===== src/design/mcqt_pkg.sv =====
// ----------------------------------------------------------------------------
// mcqt_pkg
// Shared types and constants for the monotonic clock quantum timebase:
// action codes, sequencer states, deadline status codes and the divider
// request/response bundles.
// ----------------------------------------------------------------------------
`default_nettype none

package mcqt_pkg;

	// nanosecond fields and one second in nanoseconds
	localparam int unsigned      NS_W       = 30;
	localparam logic [NS_W-1:0]  NS_PER_SEC = 30'd1000000000;
	localparam logic [NS_W-1:0]  QLEN_RESET = 30'd1000000;
	localparam logic [30:0]      NS_2SEC    = 31'd2000000000;

	// magnitude of a conversion dividend and the divider step count
	localparam int unsigned MAG_W     = 61;
	localparam int unsigned DIV_STEPS = MAG_W;
	localparam int unsigned DIV_CNT_W = $clog2(DIV_STEPS);

	// actions
	typedef enum logic [2:0] {
		ACT_TICK        = 3'd0,
		ACT_READ        = 3'd1,
		ACT_CHECK       = 3'd2,
		ACT_TO_QUANTA   = 3'd3,
		ACT_TO_INTERVAL = 3'd4
	} action_t;

	// deadline status codes
	localparam logic [1:0] DLY_NONE    = 2'd0;
	localparam logic [1:0] DLY_FAR     = 2'd1;
	localparam logic [1:0] DLY_WAIT    = 2'd2;
	localparam logic [1:0] DLY_REACHED = 2'd3;

	// sequencer states
	typedef enum logic [3:0] {
		ST_IDLE,
		ST_SIMPLE,
		ST_CHECK,
		ST_MUL,
		ST_ADD,
		ST_NEG,
		ST_DIV,
		ST_FIX,
		ST_DONE
	} state_t;

	// divider request and response
	typedef struct packed {
		logic             start;
		logic [MAG_W-1:0] dividend;
		logic [NS_W-1:0]  divisor;
	} div_req_t;

	typedef struct packed {
		logic            done;
		logic [31:0]     quotient;
		logic [NS_W-1:0] remainder;
	} div_rsp_t;

endpackage

`default_nettype wire


===== src/design/mcqt_div.sv =====
// ----------------------------------------------------------------------------
// mcqt_div
// Restoring divider, one quotient bit per cycle. Divides an unsigned 61-bit
// magnitude by a 30-bit divisor; returns the low 32 quotient bits and the
// full remainder, with a one-cycle done pulse.
// ----------------------------------------------------------------------------
`default_nettype none

module mcqt_div import mcqt_pkg::*; (
	input  wire           clk,
	input  wire           arst_n,
	input  wire div_req_t req,
	output div_rsp_t      rsp
);

	logic                 busy_q;
	logic                 done_q;
	logic [DIV_CNT_W-1:0] cnt_q;
	logic [NS_W-1:0]      rem_q;
	logic [MAG_W-1:0]     dvd_q;
	logic [NS_W-1:0]      dsr_q;

	logic [NS_W:0]        trial;
	logic                 fits;
	logic [NS_W:0]        trial_sub;

	// trial subtraction of the divisor from the shifted partial remainder
	always_comb begin
		trial     = {rem_q, dvd_q[MAG_W-1]};
		fits      = (trial >= {1'b0, dsr_q});
		trial_sub = trial - {1'b0, dsr_q};
	end

	// step control
	always_ff @(posedge clk or negedge arst_n) begin
		if (!arst_n) begin
			busy_q <= 1'b0;
			done_q <= 1'b0;
			cnt_q  <= '0;
		end else begin
			done_q <= busy_q && (cnt_q == '0);
			if (req.start) begin
				busy_q <= 1'b1;
				cnt_q  <= DIV_CNT_W'(DIV_STEPS - 1);
			end else if (busy_q) begin
				cnt_q <= cnt_q - 1'b1;
				if (cnt_q == '0) begin
					busy_q <= 1'b0;
				end
			end
		end
	end

	// datapath: quotient bits shift in where dividend bits leave
	always_ff @(posedge clk) begin
		if (req.start) begin
			rem_q <= '0;
			dvd_q <= req.dividend;
			dsr_q <= req.divisor;
		end else if (busy_q) begin
			rem_q <= fits ? trial_sub[NS_W-1:0] : trial[NS_W-1:0];
			dvd_q <= {dvd_q[MAG_W-2:0], fits};
		end
	end

	assign rsp.done      = done_q;
	assign rsp.quotient  = dvd_q[31:0];
	assign rsp.remainder = rem_q;

endmodule

`default_nettype wire


===== config.mk =====
export PLATFORM = sky130hd
export DESIGN_NAME = mcqt_div
export DESIGN_NICKNAME = d
export VERILOG_FILES = /design/src/design/mcqt_pkg.sv /design/src/design/mcqt_div.sv
export SDC_FILE = /design/constraint.sdc
export NUM_CORES = 1
export LEC_CHECK = 0
export ABC_AREA = 1
export BUFFER_PORTS_ARGS = -buffer_cell sky130_fd_sc_hd__buf_2
export CAP_MARGIN = 5
export CORE_MARGIN = 1
export CORE_UTILIZATION = 60
export CTS_CLUSTER_SIZE = 28
export DETAILED_ROUTE_END_ITERATION = 8
export PLACE_DENSITY = 0.95
export SYNTH_ARGS = -nofsm -noshare
export SYNTH_HDL_FRONTEND = slang
export SYNTH_SLANG_ARGS = --single-unit

===== constraint.sdc =====
create_clock -name clk -period 5.7 [get_ports clk]
set_input_delay 0.285 -clock clk [delete_from_list [all_inputs] [get_ports clk]]
set_output_delay 0.285 -clock clk [all_outputs]
set_load 0.02 [all_outputs]

==> flow_metrics.env <==
export IMPL_status="finished, final reports clean"
export IMPL_slew_headroom=0.2805
export IMPL_pwr_share_clk=0.252
export IMPL_vias=7159
export IMPL_syn_cell_area_um2=7851
export IMPL_place_area_um2=8491
export IMPL_fin_cells=1363
export IMPL_pin_count=157
export IMPL_grt_overflow=0
export IMPL_cts_root_buf="clkbuf_16"
export IMPL_cp_max_fo=50
export IMPL_die_w_um=116.4
export IMPL_die_h_um=116.4
export IMPL_hpwl_mm=13.67
export IMPL_fin_ws_ns=3.041
export IMPL_grt_setup_unrepaired="no"
export IMPL_grt_total_usage=0.3029
export IMPL_critical_path_class="reg -> reg"
export IMPL_seqPwrFrac=0.302
export IMPL_p_comb_frac=0.445
export IMPL_grtUsageMet3=0.07680
export IMPL_core_area_um2=12670
export IMPL_synth_seq_cells=129
export IMPL_period_minus_slack_ns=2.659
export IMPL_final_hold_violation_count=0
export IMPL_tightest_slew_ns=1.074
export IMPL_final_max_slew_violation_count=0
export IMPL_switching_share=0.4268
export IMPL_synth_nets=1186
export IMPL_post_route_util=0.7172
export IMPL_post_drt_wl_per_cell_um=14.34
export IMPL_vias_per_cell=5.252
export IMPL_synthMuxAreaShare=0
export IMPL_busiest_layer="met2"
export IMPL_ant_nets=0
export IMPL_layout_drive_gt1_share=0.1714
export IMPL_use_met1=0.3590
export IMPL_placed_cells=1329
export IMPL_syn_area_per_cell_um2=7.421
export IMPL_holdWs_ns=0.02759
export IMPL_cts_num_sinks=129
export IMPL_p_sw_mw=1.839
export IMPL_fmax_mhz=376.0
export IMPL_cts_tree="built"
export IMPL_cp_start_kind="flip-flop"
export IMPL_grt_antenna_before_repair=0
export IMPL_htree_levels=4
export IMPL_ys_seq_area_frac=0.4500
export IMPL_place_gp_congestion=0.9453
export IMPL_synthAdderAreaFrac=0.05514
export IMPL_clk_latency_ns=0.43
export IMPL_p_int_mw=2.470
export IMPL_synthSimpleGateAreaFrac=0.3331
export IMPL_power_mw=4.309
export IMPL_fin_area_um2=9087
export IMPL_synth_xor_area_share=0.01562
export IMPL_std_cell_rows=41
export IMPL_dr_pass1_iters=5
export IMPL_worstSetupEndpointType="flip-flop"
export IMPL_timing_setup_tns_ns=0
export IMPL_clock_skew_ns=0.01066
export IMPL_arrival_ns=2.97
export IMPL_synthCells=1058
export IMPL_setup_viol=0
export IMPL_synth_compound_area_frac=0.03347
export IMPL_period_share=0.4665
export IMPL_dieArea_um2=13550
export IMPL_synth_top_family_by_area="simple AND/OR/NAND/NOR gates"
export IMPL_maxCapViolCount=0
export IMPL_drc=0
export IMPL_critical_path_required_ns=6.01
export IMPL_peakVddDrop_mv=0.2729
export IMPL_initial_utilization=0.6196
export IMPL_grt_pass1_wl_mm=31.21
export IMPL_wl_mm=19.54
export IMPL_cts_clk_slew_worst_paths_ns=0.06
export IMPL_io_buffers=156
export IMPL_ys_warnings_count=0
export IMPL_final_net_count=1305
export IMPL_grt_max_degree=66
export IMPL_grt_use_met2=0.5105
export IMPL_numCtsBuffers=17
export IMPL_powerDensity_nw_per_um2=474.2
export IMPL_area_growth_pct=15.75
export IMPL_place_worst_setup_slack_ns=3.179
export IMPL_clk_path_buf_depth=2
export IMPL_synth_cell_type_count=35
export IMPL_grt_pass1_vias=6736
export IMPL_leakagePower_nw=4.864
export IMPL_drtIter0Drc=624
export IMPL_hold_path_class="in -> reg"
## registers in the layout (all words and copies together) (netlist names)
| name | count |
|---|---|
| dvd_q | 61 |
| dsr_q | 30 |
| rem_q | 30 |
| cnt_q | 6 |
| busy_q | 1 |
| done_q | 1 |
## path summary, 6_finish.rpt
check | to | depth (start not counted) | slack (ns) | start
max | rem_q[28]$_SDFFE_PP0P_ | 11 | 3.04 | rem_q[17]$_SDFFE_PP0P_
min | dsr_q[8]$_DFFE_PP_ | 1 | 0.03 | req[8]
max reg2reg | rem_q[28]$_SDFFE_PP0P_ | 11 | 3.04 | rem_q[17]$_SDFFE_PP0P_
min reg2reg | rem_q[16]$_SDFFE_PP0P_ | 2 | 0.49 | rem_q[16]$_SDFFE_PP0P_
max in group asynchronous | cnt_q[2]$_DFFE_PN0P_ | 2 | 5.29 | arst_n
min in group asynchronous | done_q$_DFF_PN0_ | 2 | 0.24 | arst_n
## kinds of logic (layout without fill, tap and decap cells)
group	Yosys count	in the layout
fa+ha+maj	34	34
buf+inv	194	326
simple gates	639	639
flops	129	129
compound gates	48	48
xor+xnor	14	14
other cells	0	1
## power groups by stage
stage          logic [mW]  registers [mW]  clock network (mW)
3_3_place_gp         1.81            1.31                   0
5_1_grt              2.15            1.32                1.13
2_1_floorplan        1.35            1.41                   0
3_5_place_dp         1.86            1.31                   0
4_1_cts              1.90            1.30                1.09
6_report             1.92            1.30                1.09
## layout make-up
class / count / area [um2]
fillers: 995 / 3583
flip-flops and latches: 129 / 3533
multi-input cells: 735 / 3433
repair buffers: 160 / 815.8
inverters: 134 / 503.0
clock buffers: 18 / 429.2
well taps: 172 / 215.2
clock inverters: 14 / 155.1
diodes: 1 / 2.502
## Yosys cell counts (all sizes together)
cell,number,area [um2]
and2,9,56.31
xnor2,12,105.1
nand3b,4,30.03
nor3,9,55.05
a21o,1,7.510
nand4,12,75.07
nand3,72,372.9
clkbuf,17,63.81
nor2,82,317.8
nor4,1,6.260
xor2,2,17.52
dfxtp,30,600.6
or2,1,6.260
ha,33,412.9
a31oi,2,12.51
nand2,449,1695
dfrtp,8,200.2
o21bai,5,37.54
buf,43,317.8
edfxtp,91,2733
fa,1,20.02
inv,134,503.0
a21oi,24,123.9
o22ai,1,6.260
o21ai,15,75.07
## cells in the final DEF (no fill, tap or decap), types with 2 or more instances in the layout
| cell | n |
|---|---|
| clkbuf_16 | 17 |
| inv_6 | 4 |
| nand4_1 | 12 |
| o21ai_0 | 8 |
| nand2_2 | 4 |
| dfrtp_1 | 8 |
| buf_2 | 155 |
| xnor2_1 | 12 |
| nor3_1 | 7 |
| nand3_1 | 71 |
| nor3_2 | 2 |
| o21bai_1 | 5 |
| clkinv_2 | 3 |
| inv_1 | 132 |
| a31oi_1 | 2 |
| edfxtp_1 | 91 |
| and2_1 | 8 |
| dfxtp_1 | 30 |
| nand2_1 | 445 |
| inv_2 | 2 |
| buf_4 | 4 |
| ha_1 | 33 |
| nor2_2 | 4 |
| o21ai_1 | 7 |
| nor2_1 | 78 |
| nand3b_1 | 4 |
| clkinv_4 | 3 |
| xor2_1 | 2 |
| a21oi_1 | 23 |
| bufinv_16 | 2 |
## critical path, stage by stage (launching register included)
cell     delay (ns)
dfxtp_1        0.34
ha_1           0.39
a21oi_1        0.36
nand2_1        0.09
nand2_1        0.06
nand2_1        0.07
a21oi_2        0.18
nand3_4        0.49
nor2_1         0.29
nor2_1         0.09
nand2_1        0.12
nand2_1        0.07
## metal layers
metal	share of wire	wire, um
met5	0	0
met3	0.078	1525
met1	0.39	7665
met2	0.50	9709
met4	0.033	643
## what timing repair did
action                    4_1_cts  5_1_grt
resized for setup               0        0
hold buffers                    1        0
setup buffers                   0        0
hold endpoints to repair        8        0
Power figures use the tool's default switching activity.
